## config.mk

```make
export PLATFORM = sky130hd
export DESIGN_NAME = http_chunked_body_decoder
export DESIGN_NICKNAME = d
export VERILOG_FILES = /design/src/hcbd_pkg.sv /design/src/hcbd_front.sv /design/src/hcbd_queue.sv /design/src/hcbd_back.sv /design/src/http_chunked_body_decoder.sv
export SDC_FILE = /design/constraint.sdc
export NUM_CORES = 1
export LEC_CHECK = 0
export ABC_CLOCK_PERIOD_IN_PS = 4700
export BUFFER_PORTS_ARGS = -buffer_cell sky130_fd_sc_hd__buf_4
export CORE_MARGIN = 5
export CORE_UTILIZATION = 40
export DETAILED_ROUTE_END_ITERATION = 7
export GPL_TIMING_DRIVEN = 0
export PLACE_DENSITY = 0.57
export SYNTH_ARGS = -nofsm -noshare
export SYNTH_HDL_FRONTEND = slang
export SYNTH_SLANG_ARGS = --single-unit
```

## constraint.sdc

```tcl
create_clock -name i_clk -period 4.7 [get_ports i_clk]
set_input_delay 0.47 -clock i_clk [delete_from_list [all_inputs] [get_ports i_clk]]
set_output_delay 0.47 -clock i_clk [all_outputs]
set_load 0.02 [all_outputs]
```

## src/hcbd_pkg.sv

```systemverilog
// Shared types and constants for the HTTP chunked body decoder.
`default_nettype none

package hcbd_pkg;

    localparam int SIZE_BITS       = 64;
    localparam int MAX_SIZE_DIGITS = 16;
    localparam int DIGIT_CNT_BITS  = $clog2(MAX_SIZE_DIGITS + 1);

    localparam int QUEUE_DEPTH     = 4;
    localparam int QUEUE_PTR_BITS  = $clog2(QUEUE_DEPTH);
    localparam int QUEUE_CNT_BITS  = $clog2(QUEUE_DEPTH + 1);

    localparam logic [7:0] CHAR_CR   = 8'h0D;
    localparam logic [7:0] CHAR_LF   = 8'h0A;
    localparam logic [7:0] CHAR_SEMI = 8'h3B;

    localparam logic [1:0] ST_MORE  = 2'd0;
    localparam logic [1:0] ST_DONE  = 2'd1;
    localparam logic [1:0] ST_ERROR = 2'd2;

    typedef struct packed {
        logic [7:0] in_byte;
        logic       restart;
        logic       sink_refuse;
        logic       buffer_last;
        logic       is_hex;
        logic [3:0] hex_val;
        logic       is_cr;
        logic       is_lf;
        logic       is_semi;
    } t_item;

    typedef struct packed {
        logic [7:0]           payload_byte;
        logic                 payload_valid;
        logic [1:0]           status;
        logic                 status_report;
        logic [SIZE_BITS-1:0] body_total;
    } t_result;

endpackage

`default_nettype wire

```

## src/hcbd_front.sv

```systemverilog
// Front end that classifies each incoming byte of the chunked stream.
`default_nettype none

module hcbd_front
    import hcbd_pkg::*;
(
    input  wire logic [7:0] i_in_byte,
    input  wire logic       i_restart,
    input  wire logic       i_sink_refuse,
    input  wire logic       i_buffer_last,
    output t_item           o_item
);

    always_comb begin
        o_item.in_byte     = i_in_byte;
        o_item.restart     = i_restart;
        o_item.sink_refuse = i_sink_refuse;
        o_item.buffer_last = i_buffer_last;
        o_item.is_cr       = (i_in_byte == CHAR_CR);
        o_item.is_lf       = (i_in_byte == CHAR_LF);
        o_item.is_semi     = (i_in_byte == CHAR_SEMI);
        o_item.is_hex      = 1'b1;
        o_item.hex_val     = 4'd0;
        if (i_in_byte inside {[8'h30:8'h39]}) begin
            o_item.hex_val = 4'(i_in_byte - 8'h30);
        end else if (i_in_byte inside {[8'h61:8'h66]}) begin
            o_item.hex_val = 4'(i_in_byte - 8'h57);
        end else if (i_in_byte inside {[8'h41:8'h46]}) begin
            o_item.hex_val = 4'(i_in_byte - 8'h37);
        end else begin
            o_item.is_hex = 1'b0;
        end
    end

endmodule

`default_nettype wire

```

## src/hcbd_queue.sv

```systemverilog
// Short queue of classified bytes between the front end and the decoder core.
`default_nettype none

module hcbd_queue
    import hcbd_pkg::*;
(
    input  wire logic i_clk,
    input  wire logic i_rst_n,
    input  wire logic i_wr,
    input  t_item     i_wr_item,
    output logic      o_full,
    input  wire logic i_rd,
    output t_item     o_rd_item,
    output logic      o_valid
);

    t_item                     r_mem [QUEUE_DEPTH];
    logic [QUEUE_PTR_BITS-1:0] r_wp;
    logic [QUEUE_PTR_BITS-1:0] r_rp;
    logic [QUEUE_CNT_BITS-1:0] r_cnt;
    logic                      w_wr;
    logic                      w_rd;

    assign o_full    = (r_cnt == QUEUE_CNT_BITS'(QUEUE_DEPTH));
    assign o_valid   = (r_cnt != '0);
    assign o_rd_item = r_mem[r_rp];
    assign w_wr      = i_wr && !o_full;
    assign w_rd      = i_rd && o_valid;

    always_ff @(posedge i_clk) begin
        if (!i_rst_n) begin
            r_wp  <= '0;
            r_rp  <= '0;
            r_cnt <= '0;
        end else begin
            if (w_wr) begin
                r_wp <= r_wp + 1'b1;
            end
            if (w_rd) begin
                r_rp <= r_rp + 1'b1;
            end
            if (w_wr && !w_rd) begin
                r_cnt <= r_cnt + 1'b1;
            end else if (w_rd && !w_wr) begin
                r_cnt <= r_cnt - 1'b1;
            end
        end
        if (w_wr) begin
            r_mem[r_wp] <= i_wr_item;
        end
    end

endmodule

`default_nettype wire

```

## src/hcbd_back.sv

```systemverilog
// Decoder core: chunk framing state machine and result queue.
`default_nettype none

module hcbd_back
    import hcbd_pkg::*;
(
    input  wire logic i_clk,
    input  wire logic i_rst_n,
    input  t_item     i_item,
    input  wire logic i_item_valid,
    output logic      o_take,
    input  wire logic i_pop,
    output logic      o_empty,
    output t_result   o_result
);

    typedef enum logic [3:0] {
        PH_SIZE       = 4'd0,
        PH_EXT        = 4'd1,
        PH_SIZE_LF    = 4'd2,
        PH_DATA       = 4'd3,
        PH_DATA_END   = 4'd4,
        PH_TRAILER    = 4'd5,
        PH_TRAILER_LF = 4'd6,
        PH_DONE       = 4'd7,
        PH_ERROR      = 4'd8
    } t_phase;

    t_phase                    r_phase, n_phase;
    logic [SIZE_BITS-1:0]      r_size_acc, n_size_acc;
    logic [DIGIT_CNT_BITS-1:0] r_digit_cnt, n_digit_cnt;
    logic [SIZE_BITS-1:0]      r_left, n_left;
    logic                      r_line_flag, n_line_flag;
    logic [SIZE_BITS-1:0]      r_payload_cnt, n_payload_cnt;

    t_result                   r_out [2];
    logic                      r_out_wp;
    logic                      r_out_rp;
    logic [1:0]                r_out_cnt;
    t_result                   w_res;
    logic                      w_pop;

    assign w_pop    = i_pop && (r_out_cnt != 2'd0);
    assign o_take   = i_item_valid && ((r_out_cnt != 2'd2) || w_pop);
    assign o_empty  = (r_out_cnt == 2'd0);
    assign o_result = r_out[r_out_rp];

    always_comb begin
        n_phase       = r_phase;
        n_size_acc    = r_size_acc;
        n_digit_cnt   = r_digit_cnt;
        n_left        = r_left;
        n_line_flag   = r_line_flag;
        n_payload_cnt = r_payload_cnt;
        w_res.payload_byte  = 8'd0;
        w_res.payload_valid = 1'b0;
        if (i_item.restart) begin
            n_phase       = PH_SIZE;
            n_size_acc    = '0;
            n_digit_cnt   = '0;
            n_left        = '0;
            n_line_flag   = 1'b0;
            n_payload_cnt = '0;
        end else begin
            case (r_phase)
                PH_SIZE: begin
                    if (i_item.is_hex) begin
                        if ((r_digit_cnt >= DIGIT_CNT_BITS'(MAX_SIZE_DIGITS))
                            || (r_size_acc[SIZE_BITS-1 -: 4] != 4'd0)) begin
                            n_phase = PH_ERROR;
                        end else begin
                            n_size_acc  = {r_size_acc[SIZE_BITS-5:0], i_item.hex_val};
                            n_digit_cnt = r_digit_cnt + 1'b1;
                        end
                    end else if (i_item.is_semi || i_item.is_cr) begin
                        if (r_digit_cnt == '0) begin
                            n_phase = PH_ERROR;
                        end else if (i_item.is_semi) begin
                            n_phase = PH_EXT;
                        end else begin
                            n_phase = PH_SIZE_LF;
                        end
                    end else begin
                        n_phase = PH_ERROR;
                    end
                end
                PH_EXT: begin
                    if (i_item.is_cr) begin
                        n_phase = PH_SIZE_LF;
                    end
                end
                PH_SIZE_LF: begin
                    if (!i_item.is_lf) begin
                        n_phase = PH_ERROR;
                    end else begin
                        n_left      = r_size_acc;
                        n_size_acc  = '0;
                        n_digit_cnt = '0;
                        if (r_size_acc == '0) begin
                            n_phase     = PH_TRAILER;
                            n_line_flag = 1'b1;
                        end else begin
                            n_phase = PH_DATA;
                        end
                    end
                end
                PH_DATA: begin
                    if (i_item.sink_refuse) begin
                        n_phase = PH_ERROR;
                    end else begin
                        w_res.payload_byte  = i_item.in_byte;
                        w_res.payload_valid = 1'b1;
                        n_payload_cnt       = r_payload_cnt + 1'b1;
                        n_left              = r_left - 1'b1;
                        if (r_left == SIZE_BITS'(1)) begin
                            n_phase     = PH_DATA_END;
                            n_line_flag = 1'b0;
                        end
                    end
                end
                PH_DATA_END: begin
                    if (r_line_flag) begin
                        if (!i_item.is_lf) begin
                            n_phase = PH_ERROR;
                        end else begin
                            n_line_flag = 1'b0;
                            n_phase     = PH_SIZE;
                        end
                    end else if (i_item.is_cr) begin
                        n_line_flag = 1'b1;
                    end else begin
                        n_phase = PH_ERROR;
                    end
                end
                PH_TRAILER: begin
                    if (i_item.is_cr) begin
                        n_phase = PH_TRAILER_LF;
                    end else begin
                        n_line_flag = 1'b0;
                    end
                end
                PH_TRAILER_LF: begin
                    if (!i_item.is_lf) begin
                        n_phase = PH_ERROR;
                    end else if (r_line_flag) begin
                        n_phase = PH_DONE;
                    end else begin
                        n_line_flag = 1'b1;
                        n_phase     = PH_TRAILER;
                    end
                end
                PH_DONE: begin
                    n_phase = PH_DONE;
                end
                default: begin
                    n_phase = PH_ERROR;
                end
            endcase
        end
        case (n_phase)
            PH_DONE:  w_res.status = ST_DONE;
            PH_ERROR: w_res.status = ST_ERROR;
            default:  w_res.status = ST_MORE;
        endcase
        w_res.status_report = i_item.buffer_last;
        w_res.body_total    = n_payload_cnt;
    end

    always_ff @(posedge i_clk) begin
        if (!i_rst_n) begin
            r_phase       <= PH_SIZE;
            r_size_acc    <= '0;
            r_digit_cnt   <= '0;
            r_left        <= '0;
            r_line_flag   <= 1'b0;
            r_payload_cnt <= '0;
            r_out_wp      <= 1'b0;
            r_out_rp      <= 1'b0;
            r_out_cnt     <= 2'd0;
        end else begin
            if (o_take) begin
                r_phase       <= n_phase;
                r_size_acc    <= n_size_acc;
                r_digit_cnt   <= n_digit_cnt;
                r_left        <= n_left;
                r_line_flag   <= n_line_flag;
                r_payload_cnt <= n_payload_cnt;
                r_out_wp      <= !r_out_wp;
            end
            if (w_pop) begin
                r_out_rp <= !r_out_rp;
            end
            if (o_take && !w_pop) begin
                r_out_cnt <= r_out_cnt + 2'd1;
            end else if (w_pop && !o_take) begin
                r_out_cnt <= r_out_cnt - 2'd1;
            end
        end
        if (o_take) begin
            r_out[r_out_wp] <= w_res;
        end
    end

    a_out_bound: assert property (@(posedge i_clk) disable iff (!i_rst_n)
        r_out_cnt != 2'd3)
        else $error("Result queue count out of range.");

    a_digit_bound: assert property (@(posedge i_clk) disable iff (!i_rst_n)
        r_digit_cnt <= DIGIT_CNT_BITS'(MAX_SIZE_DIGITS))
        else $error("Size digit count exceeds the limit.");

    a_data_left: assert property (@(posedge i_clk) disable iff (!i_rst_n)
        r_phase == PH_DATA |-> r_left != '0)
        else $error("Data phase with no bytes left in the chunk.");

    a_count_step: assert property (@(posedge i_clk) disable iff (!i_rst_n)
        o_take && !i_item.restart && r_phase == PH_DATA && !i_item.sink_refuse
        |=> r_payload_cnt == $past(r_payload_cnt) + SIZE_BITS'(1))
        else $error("Payload count did not advance on a data byte.");

    a_done_sticky: assert property (@(posedge i_clk) disable iff (!i_rst_n)
        o_take && !i_item.restart && r_phase == PH_DONE |=> r_phase == PH_DONE)
        else $error("Decoder left the done state without a restart.");

endmodule

`default_nettype wire

```

## src/http_chunked_body_decoder.sv

```systemverilog
// Top level of the HTTP/1.1 chunked transfer body decoder.
// A byte is registered in the intake queue; the core decodes it and registers its result
// in the result queue that drives the outputs; a full, unpopped result queue stalls the core.
// Throughput: one byte per cycle unless stalled, set by the framing state machine in the core.
// A four-entry queue decouples intake from the core; a two-entry queue holds results.
// Reset is synchronous and active low; it empties both queues and returns the decoder
// to the size-line state with all counters cleared.
`default_nettype none

module http_chunked_body_decoder
    import hcbd_pkg::*;
(
    input  wire logic                 i_clk,
    input  wire logic                 i_rst_n,
    input  wire logic                 push,
    output logic                      full,
    input  wire logic [7:0]           i_in_byte,
    input  wire logic                 i_restart,
    input  wire logic                 i_sink_refuse,
    input  wire logic                 i_buffer_last,
    output logic                      empty,
    input  wire logic                 pop,
    output logic [7:0]                o_payload_byte,
    output logic                      o_payload_valid,
    output logic [1:0]                o_status,
    output logic                      o_status_report,
    output logic [SIZE_BITS-1:0]      o_body_total
);

    t_item   w_front_item;
    t_item   w_core_item;
    logic    w_core_valid;
    logic    w_core_take;
    t_result w_result;

    hcbd_front u_front (
        .i_in_byte     (i_in_byte),
        .i_restart     (i_restart),
        .i_sink_refuse (i_sink_refuse),
        .i_buffer_last (i_buffer_last),
        .o_item        (w_front_item)
    );

    hcbd_queue u_queue (
        .i_clk     (i_clk),
        .i_rst_n   (i_rst_n),
        .i_wr      (push),
        .i_wr_item (w_front_item),
        .o_full    (full),
        .i_rd      (w_core_take),
        .o_rd_item (w_core_item),
        .o_valid   (w_core_valid)
    );

    hcbd_back u_back (
        .i_clk        (i_clk),
        .i_rst_n      (i_rst_n),
        .i_item       (w_core_item),
        .i_item_valid (w_core_valid),
        .o_take       (w_core_take),
        .i_pop        (pop),
        .o_empty      (empty),
        .o_result     (w_result)
    );

    assign o_payload_byte  = w_result.payload_byte;
    assign o_payload_valid = w_result.payload_valid;
    assign o_status        = w_result.status;
    assign o_status_report = w_result.status_report;
    assign o_body_total    = w_result.body_total;

endmodule

`default_nettype wire

```

## Word level (Yosys, flattened, before mapping)

Memories as Yosys holds them, arrays and structs flattened. A register that Yosys moved wholly into a read port is not among the register bits.
Cells that the tools add are included.

| storage, ports and cells | value |
|---|---|
| flip-flop bits (word level) | 213 |
| memory bits (writable) | 228 |
| input bits | 15 |
| memories | 2 |

| cells by class | value |
|---|---|
| add/subtract/negate cells | 12 |
| order comparisons | 7 |
| equal/unequal tests | 23 |
| mux-type cells | 68 |
| reductions and logical operators | 36 |

Memory list:

| memory | depth | bits a word | rd ports | clocked after Yosys merged registers in | wr ports | RTL line | RTL |
|---|---|---|---|---|---|---|---|
| u_back.r_out | 2 | 76 | 1 | 1 | 1 | hcbd_back.sv:36 | `t_result r_out [2];` |
| u_queue.r_mem | 4 | 19 | 1 | 1 | 1 | hcbd_queue.sv:17 | `t_item r_mem [QUEUE_DEPTH];` |

Operators with widths:

| kind | number |
|---|---|
| 64-bit 2-to-1 mux | 10 |
| 64-bit one-hot mux with 2 select lines | 2 |
| 4-bit 2-to-1 mux | 17 |
| 64-bit by 1-bit adder with 64-bit output (second input constant) | 1 |
| 64-bit by 1-bit == test with 1-bit output (second input constant) | 1 |
| 64-bit zero test | 1 |
| 64-bit by 1-bit subtractor with 64-bit output (second input constant) | 1 |
| 4-bit one-hot mux with 8 select lines | 1 |
| 9-bit 2-to-1 mux | 3 |
| 4-bit by 3-bit == test with 1-bit output (second input constant) | 5 |
| 5-bit 2-to-1 mux | 4 |
| 1-bit 2-to-1 mux | 19 |
| 8-bit by 4-bit == test with 1-bit output (second input constant) | 2 |
| 8-bit by 7-bit >= comparator with 1-bit output (second input constant) | 2 |
| 8-bit by 7-bit <= comparator with 1-bit output (second input constant) | 2 |
| 3-bit by 1-bit != test with 1-bit output (second input constant) | 5 |
| 2-bit 2-to-1 mux | 6 |
| 1-bit logical AND | 11 |
| 5-bit one-hot mux with 2 select lines | 1 |
| 3-bit 2-to-1 mux | 3 |
| 3-bit by 2-bit != test with 1-bit output (second input constant) | 3 |
| 3-bit nonzero test | 3 |
| 4-bit by 2-bit == test with 1-bit output (second input constant) | 2 |
| 8-bit by 6-bit == test with 1-bit output (second input constant) | 1 |
| other kinds (27) | 40 |

## Depth between registers and ports, before layout

Gate-level depths: netlist of run 1.

| depth | value |
|---|---|
| depth after elaboration | 8 |
| mapped depth | 11 |

## Hierarchy

Synthesis of run 1 repeated with hierarchy kept, for this count alone.

| unflattened totals | value |
|---|---|
| cell total of the unflattened synthesis | 2035 |
| area, all modules | 20857.5 um^2 |

By module, submodules not included:

| module | times used | cells each | area an instance (um^2) | seq. area each (um^2) |
|---|---|---|---|---|
| hcbd_back | 1 | 1851 | 17271.6 | 8708.4 |
| hcbd_queue | 1 | 147 | 3275.6 | 2462.4 |
| hcbd_front | 1 | 37 | 310.3 | 0.0 |

## Worst setup path before layout of run 1

No wires, ideal clock.

| timing path | value |
|---|---|
| kind | in2reg |
| start point | in pop |
| end point | mem u_back.r_out[0][0] (netlist bit) (enable) |
| setup time | 511 ps |
| arrival | 4521 ps |
| data required time | 4189 ps |
| path slack | -332 ps |
| stages on the path | 6 |
| buffers on the path | 3 |
| cell sequence | nor3b_1 or2_2 clkbuf_1 clkbuf_1 clkbuf_1 nor2_1 |

| between the ends | value |
|---|---|
| longest elaborated chain between the ends | 5 |

RTL lines:

| item | RTL line | RTL |
|---|---|---|
| start: declaration | http_chunked_body_decoder.sv:22 | `input wire logic pop,` |
| 1-bit logical AND | hcbd_back.sv:43 | `assign w_pop = i_pop && (r_out_cnt != 2'd0);` |
| 1-bit logical OR | hcbd_back.sv:44 | `assign o_take = i_item_valid && ((r_out_cnt != 2'd2) \|\| w_pop);` |
| 1-bit logical AND | hcbd_back.sv:44 |  |
| 1-bit 2-to-1 mux | hcbd_back.sv:199 | `if (o_take) begin` |
| 1-bit 2-to-1 mux (not written as such) | hcbd_back.sv:200 | `r_out[r_out_wp] <= w_res;` |
| end: declaration | hcbd_back.sv:36 |  |

Every way passes these cells.

## Worst setup path in the final report of run 1

| timing path | value |
|---|---|
| start point | reg u_back.r_phase[1] |
| end point | mem u_back.r_out[1][46] (netlist bit) (data pin) |

| between the ends | value |
|---|---|
| longest elaborated chain between the ends | 3 |

RTL lines:

| item | RTL line | RTL |
|---|---|---|
| start: declaration | hcbd_back.sv:29 | `t_phase r_phase, n_phase;` |
| start signal: assignment | hcbd_back.sv:182 | `r_phase <= n_phase;` |
| 4-bit by 2-bit == test with 1-bit output | hcbd_back.sv:65 | `case (r_phase)` |
| 64-bit 2-to-1 mux | hcbd_back.sv:65 |  |
| 64-bit 2-to-1 mux | hcbd_back.sv:57 | `if (i_item.restart) begin` |
| via u_back.n_payload_cnt[46] | hcbd_back.sv:34 | `logic [SIZE_BITS-1:0] r_payload_cnt, n_payload_cnt;` |

The timed path passes the listed nets, and every way through them passes these cells.

==> results.tsv, run 1 <==
stage	metric	value	unit
floorplan	Core Region	51200	µm²
sta	Final Hold Viols	0	
synth	Mapped Nets	2056	
clocking	CTS Buf Count	50	
synth	synthesized area per cell	10.2	µm²
route	DR vias	16661	
worst_setup_path	critical path type	flop to flop	
synth	FFs w/ async S/R, synth	0	%
power_and_ir_drop	Leak Pwr	8.08	nW
floorplan	Rows	83	
global_routing	Overflow after GRT	0	
worst_hold_path	worst hold path type	input pin to flop	
global_routing	M1 GR Usage	28.8	%
worst_setup_path	arrival time at the worst endpoint	4660	ps
worst_setup_path	Crit. End Element	flop	
route	DRC	0	
synth	post-synthesis simple-gate area fraction	18.5	%
clocking	Clock Path Buffers	3	
worst_setup_path	CP required	5020	ps
clocking	clk root buf	clkbuf_16	
global_routing	grt peak-use layer	met2	
floorplan	Boundary Pins	93	
finish	layout cells sized above 1	14.1	%
synth	Post-Synth Adder-Cell Area	1.01	%
floorplan	initial cell density of the core	40.3	%
global_routing	met3 usage	3.25	%
sta	Slew headroom	5.73	%
synth	Synth Instances	2025	
finish	Final Instance Area	23900	µm²
placed_design	Post-DP HPWL	45200	µm
finish	Final Non-Filler Cells	2894	
sta	Worst Tran Pin Value	1410	ps
clocking	Post-CTS Hold Fix Bufs	0	
synth	synth warn	0	
finish	Post-layout nets	2206	
placed_design	Cell Area, Placed	22300	µm²
synth	EDFF count, synth	228	
job	max-cap viol count	0	
clocking	worst-skew pair later-pin latency	600	ps
global_routing	first-pass GRT wire length	95500	µm
clocking	TritonCTS clock tree	yes	
placed_design	Cell Count Post-Placement	2803	
global_routing	initial antenna violation count	0	
global_routing	largest net degree at the start of global routing	59	
synth	post-synthesis mux area share	6.92	%
worst_setup_path	Worst Setup Start Kind	flop	
synth	main combinational cell family by area after synthesis	simple AND/OR/NAND/NOR gates	
power_and_ir_drop	pwr/cell area	590	nW/µm²
clocking	H-Tree Depth	2	
route	Iter 0 DRT Violations	1252	
floorplan	Die W	237	µm
sta	Clock Skews	19.4	ps
floorplan	die span in y	237	µm
route	Wirelength per Cell	21.8	µm
route	Via-to-Cell Ratio	5.76	
route	final antenna-violating net count	0	
sta	# setup viols final	0	
finish	Antenna Cells	0	
synth	post-synthesis instance area	20600	µm²
clocking	Clock transition at path regs	60	ps
sta	Slew Viols, Final	0	
status	status	completed	
clocking	number of setup buffers added after CTS	0	
synth	Seq cells post-synth	444	
global_routing	met2 Use GR	35.6	%
clocking	# clock sinks	444	
sta	Period Utilization, post-route	92.4	%
sta	fmax	230	MHz
power_and_ir_drop	VDD IR-drop max	0.000296	V
placed_design	I/O Buffers	92	
global_routing	vias in the first global route	16087	
placed_design	RePlAce Congestion	0.953	
clocking	PostCTS Resize Cnt	0	
synth	sequential fraction of the synthesis area	54.1	%
floorplan	Die ar.	56300	µm²
finish	synth-to-layout area growth	15.8	%
worst_setup_path	reg2reg setup slack	360	ps
synth	Unique masters post-synth	80	
route	first-pass detailed-route iteration total	5	
sta	RSZ-0062 raised after global routing	false	
synth	Synth Area in XOR/XNOR	3.10	%
sta	post-layout min period	4340	ps
synth	main flop type after synthesis	edfxtp_1	
global_routing	Overall Global Routing Usage	21.6	%
worst_setup_path	Max FO, Critical Path	10	
synth	post-synthesis compound-gate area fraction	13.3	%
route	routed wire length	63200	µm
## cell usage in the layout, fill, tap and decap left out, types with 19 or more instances in the layout
master	netlist	final
clkbuf_1	109	122
nand2_1	271	271
nor3_1	35	35
edfxtp_1	228	228
o31ai_1	27	27
clkbuf_16	0	51
nor4_1	62	62
a21oi_1	149	149
a31oi_1	31	31
dfxtp_1	216	216
xnor2_1	29	29
o21ai_0	120	120
nor2_1	151	150
xor2_1	44	44
inv_1	29	29
nand4_1	33	33
and3_1	22	22
mux2_2	80	80
or3_1	50	50
nand3_1	60	60
mux4_2	19	19
buf_4	0	92
buf_1	19	19
## synth_stat cells (5+ instances only)
cell | n | area share (%)
nand2_1 | 271 | 4.9
edfxtp_1 | 228 | 33
dfxtp_1 | 216 | 21
nor2_1 | 151 | 2.7
a21oi_1 | 149 | 3.6
o21ai_0 | 120 | 2.9
clkbuf_1 | 109 | 2.0
mux2_2 | 80 | 4.4
nor4_1 | 62 | 1.9
nand3_1 | 60 | 1.5
or3_1 | 50 | 1.5
xor2_1 | 44 | 1.9
nor3_1 | 35 | 0.85
nand4_1 | 33 | 1.0
a31oi_1 | 31 | 0.94
inv_1 | 29 | 0.53
xnor2_1 | 29 | 1.2
o31ai_1 | 27 | 0.98
and3_1 | 22 | 0.67
buf_1 | 19 | 0.35
mux4_2 | 19 | 2.1
or4_1 | 17 | 0.62
ha_1 | 15 | 0.91
a22o_1 | 13 | 0.55
a32o_1 | 12 | 0.58
and2_1 | 11 | 0.33
mux2i_1 | 10 | 0.48
o2bb2ai_1 | 10 | 0.42
a22oi_1 | 9 | 0.33
nand2b_1 | 9 | 0.27
o41ai_1 | 9 | 0.38
or2_2 | 8 | 0.24
and4_1 | 7 | 0.30
nor3b_1 | 7 | 0.25
a211oi_1 | 5 | 0.18
a21o_1 | 5 | 0.18
o211ai_1 | 5 | 0.18
o221a_2 | 5 | 0.27
o22ai_1 | 5 | 0.15
## logic make-up after synthesis
kind of cell    count (synthesis)
compound gates                442
xor+xnor                       73
fa+ha+maj                      16
buf+inv                       165
flops                         444
mux                           109
simple gates                  776
## per-layer routing
layer,vias up,routed length [µm]
li1,7841,-
met1,8102,27400
met2,580,29700
met3,138,3810
met4,0,2350
met5,-,0
## where the power goes
part | total [W] | internal, W | switching, W
Clock | 0.00380 | 0.00221 | 0.00159
Combinational | 0.00528 | 0.00175 | 0.00353
Sequential | 0.00501 | 0.00479 | 0.000220
## sequential cells by signal (all words and copies together) (netlist names), named ones only
register,count
u_back.r_out,152
u_queue.r_mem,76
u_back.r_left,64
u_back.r_payload_cnt,64
u_back.r_size_acc,64
u_back.r_digit_cnt,5
u_back.r_phase,4
u_queue.r_cnt,3
u_back.r_out_cnt,2
u_queue.r_rp,2
u_queue.r_wp,2
u_back.r_line_flag,1
u_back.r_out_rp,1
u_back.r_out_wp,1
## worst max-delay path, stage by stage, from the launching register on
cell and delay, ps:
dfxtp_1 440, nor4bb_1 330, clkbuf_1 510, nand2b_1 310, nor4_2 940, clkbuf_1 500
buf_1 520, nand3_1 210, xor2_1 240, nor2_1 80
## final cells by class
type                    count  area [µm²]
plain buffers             135         522
clock buffers              67        1370
clock inverters            24         218
fillers                  4765       27300
inverters                  30         113
multi-input cells        1416        8850
flip-flops and latches    444       11200
well taps                 680         851
repair buffers             98         810
## worst paths after layout
kind	cells after the start	end	from
setup / recovery	9	u_back.r_out[1][46]$_DFFE_PP_	u_back.r_phase[1]$_SDFFE_PN0P_
setup reg to reg	9	u_back.r_out[1][46]$_DFFE_PP_	u_back.r_phase[1]$_SDFFE_PN0P_
hold reg to reg	1	u_back.r_left[49]$_SDFFE_PN0P_	u_back.r_left[49]$_SDFFE_PN0P_
hold / removal	1	u_queue.r_mem[2][8]$_DFFE_PP_	i_buffer_last
## stage by stage
stage / util (%) / setup TNS, ps / hold WS [ps] / worst slack [ps] / power [W]
after global placement: 43.3 / -139360 / 446 / -1060 / 0.0103
final: 46.7 / 0 / 79.9 / 357 / 0.0141
after detailed placement: 43.6 / 0 / 443 / 521 / 0.0104
after floorplan: - / 0 / 424 / 945 / 0.00827
after global routing: 46.7 / 0 / 71.2 / 195 / 0.0148
after CTS: 46.7 / 0 / 47.2 / 474 / 0.0142
Power figures use the tool's default switching activity.
==> run 2: changes to the inputs <==
Settings changed: CORE_UTILIZATION 40 to 55, GPL_TIMING_DRIVEN 0 to not set, PLACE_DENSITY 0.57 to not set, PLACE_DENSITY_LB_ADDON set to 0.3.
==> results.tsv, run 2 (synthesis results as in run 1) <==
stage	metric	value	unit	change
clocking	number of setup buffers added after CTS	0		unchanged
clocking	CTS Buf Count	45		-10%
sta	Slew Viols, Final	0		unchanged
global_routing	first-pass GRT wire length	84600	µm	-11%
worst_hold_path	worst hold path type	input pin to flop		
sta	Final Hold Viols	0		unchanged
sta	Worst Tran Pin Value	1090	ps	-320 ps
floorplan	Core Region	37400	µm²	-27%
clocking	# clock sinks	444		unchanged
global_routing	initial antenna violation count	0		unchanged
route	first-pass detailed-route iteration total	6		+1
sta	Period Utilization, post-route	79.3	%	-13 points
sta	RSZ-0062 raised after global routing	false		
floorplan	initial cell density of the core	55.2	%	+15 points
sta	setup TNS	0	ps	unchanged
worst_setup_path	arrival time at the worst endpoint	4220	ps	-440 ps
placed_design	Post-DP HPWL	33400	µm	-26%
finish	most common cell after layout, fill and taps aside	nand2_1		
sta	Slew headroom	27.1	%	+21 points
floorplan	die span in y	204	µm	-14%
finish	max reg flops	152		unchanged
finish	Post-layout nets	2089		-5.3%
route	Via-to-Cell Ratio	6.31		+9.5%
global_routing	Overall Global Routing Usage	24.9	%	+3.4 points
job	max-cap viol count	0		unchanged
finish	Reg area	11200	µm²	about the same
finish	top flop regs	u_back.r_out: 152 flops, u_queue.r_mem: 76 flops		
power_and_ir_drop	Leak Pwr	7.93	nW	-1.8%
sta	fmax	268	MHz	+16%
route	Wirelength per Cell	20.2	µm	-7.3%
global_routing	largest net degree at the start of global routing	77		+31%
status	status	completed		
finish	layout cells sized above 1	15.9	%	+1.7 points
sta	# setup viols final	0		unchanged
floorplan	Boundary Pins	93		unchanged
finish	FILL cells	2988		-37%
route	DRC	0		unchanged
placed_design	RePlAce Congestion	0.879		-7.7%
worst_setup_path	Max FO, Critical Path	15		+5
power_and_ir_drop	VDD IR-drop max	0.000303	V	+2.4%
placed_design	I/O Buffers	92		unchanged
finish	fin util	62.1	%	+15 points
sta	post-layout min period	3730	ps	-614 ps
finish	area of the multi-input gates	8950	µm²	+1.2%
clocking	PostCTS Resize Cnt	0		unchanged
worst_setup_path	Crit. End Element	flop		
worst_setup_path	CP required	5190	ps	+170 ps
finish	Final Instance Area	23200	µm²	-2.8%
clocking	worst-skew pair later-pin latency	570	ps	-30 ps
floorplan	Die W	204	µm	-14%
finish	Antenna Cells	0		unchanged
finish	synth-to-layout area growth	12.5	%	
clocking	TritonCTS clock tree	yes		
route	Iter 0 DRT Violations	1543		+23%
power_and_ir_drop	Pwr Total	0.0134	W	-5.1%
clocking	Post-CTS Hold Fix Bufs	0		unchanged
floorplan	Die ar.	41500	µm²	-26%
worst_setup_path	critical path type	flop to flop		
clocking	Clock Path Buffers	3		unchanged
finish	register with the most flip-flops	u_back.r_out		
sta	Clock Skews	19.1	ps	-0.298 ps
power_and_ir_drop	pwr/cell area	576	nW/µm²	-2.4%
finish	commonest cells after routing, fill and taps aside	nand2_1 (271), edfxtp_1 (228), dfxtp_1 (215)		
placed_design	Cell Area, Placed	21800	µm²	-2.4%
global_routing	vias in the first global route	16038		-0.30%
global_routing	Overflow after GRT	0		unchanged
floorplan	Rows	71		-14%
route	routed wire length	52700	µm	-17%
route	final antenna-violating net count	0		unchanged
worst_setup_path	Worst Setup Start Kind	flop		
clocking	H-Tree Depth	2		unchanged
route	DR vias	16412		-1.5%
clocking	Clock transition at path regs	70	ps	about the same
clocking	clk root buf	clkbuf_16		
-- run 2: final cells by class --
class	count	area share (%)
multi-input combinational	1416	38.6
tap	511	2.75
timing repair buffer	121	3.91
clock inverter	19	0.533
sequential	444	48.1
inverter	30	0.485
clock buffer	62	5.65
-- run 2: critical path, stage by stage, from the launching register on --
cell      delay [ps]
dfxtp_1          700
mux4_2           690
nand2b_1         500
or4_4            670
or4_4            560
or3_1            350
a31oi_1          170
-- run 2: per-stage QoR --
stage | setup slack (ps) | hold slack, ps | std cells
floorplan | 945 | 424 | 2025
global placement | 1040 | 437 | 2522
detailed placement | 988 | 449 | 2522
CTS | 973 | 88.3 | 2603
global route | 757 | 96.0 | 2603
finish | 971 | 108 | 2603
-- run 2: per-layer routing --
metal,wire (µm),global-route usage (%)
met1,21400,32.5
met2,25600,41.6
met3,3700,4.37
met4,1870,10.0
met5,0,0
-- run 2: path summary, 6_finish.rpt --
path                                                startpoint                                    end  slack [ps]  cells after the start
worst max-delay path                                      flop  u_back.r_payload_cnt[48]$_SDFFE_PN0P_         970                      6
worst min-delay path                             i_sink_refuse          u_queue.r_mem[3][9]$_DFFE_PP_         110                      1
worst max register to register                            flop  u_back.r_payload_cnt[48]$_SDFFE_PN0P_         970                      6
worst min register to register  u_back.r_left[55]$_SDFFE_PN0P_         u_back.r_left[55]$_SDFFE_PN0P_         460                      1
-- run 2: where the power goes --
group	internal [W]	switching, W
clock network	0.00200	0.00148
registers	0.00480	0.000324
logic	0.00162	0.00314
total	0.00842	0.00495
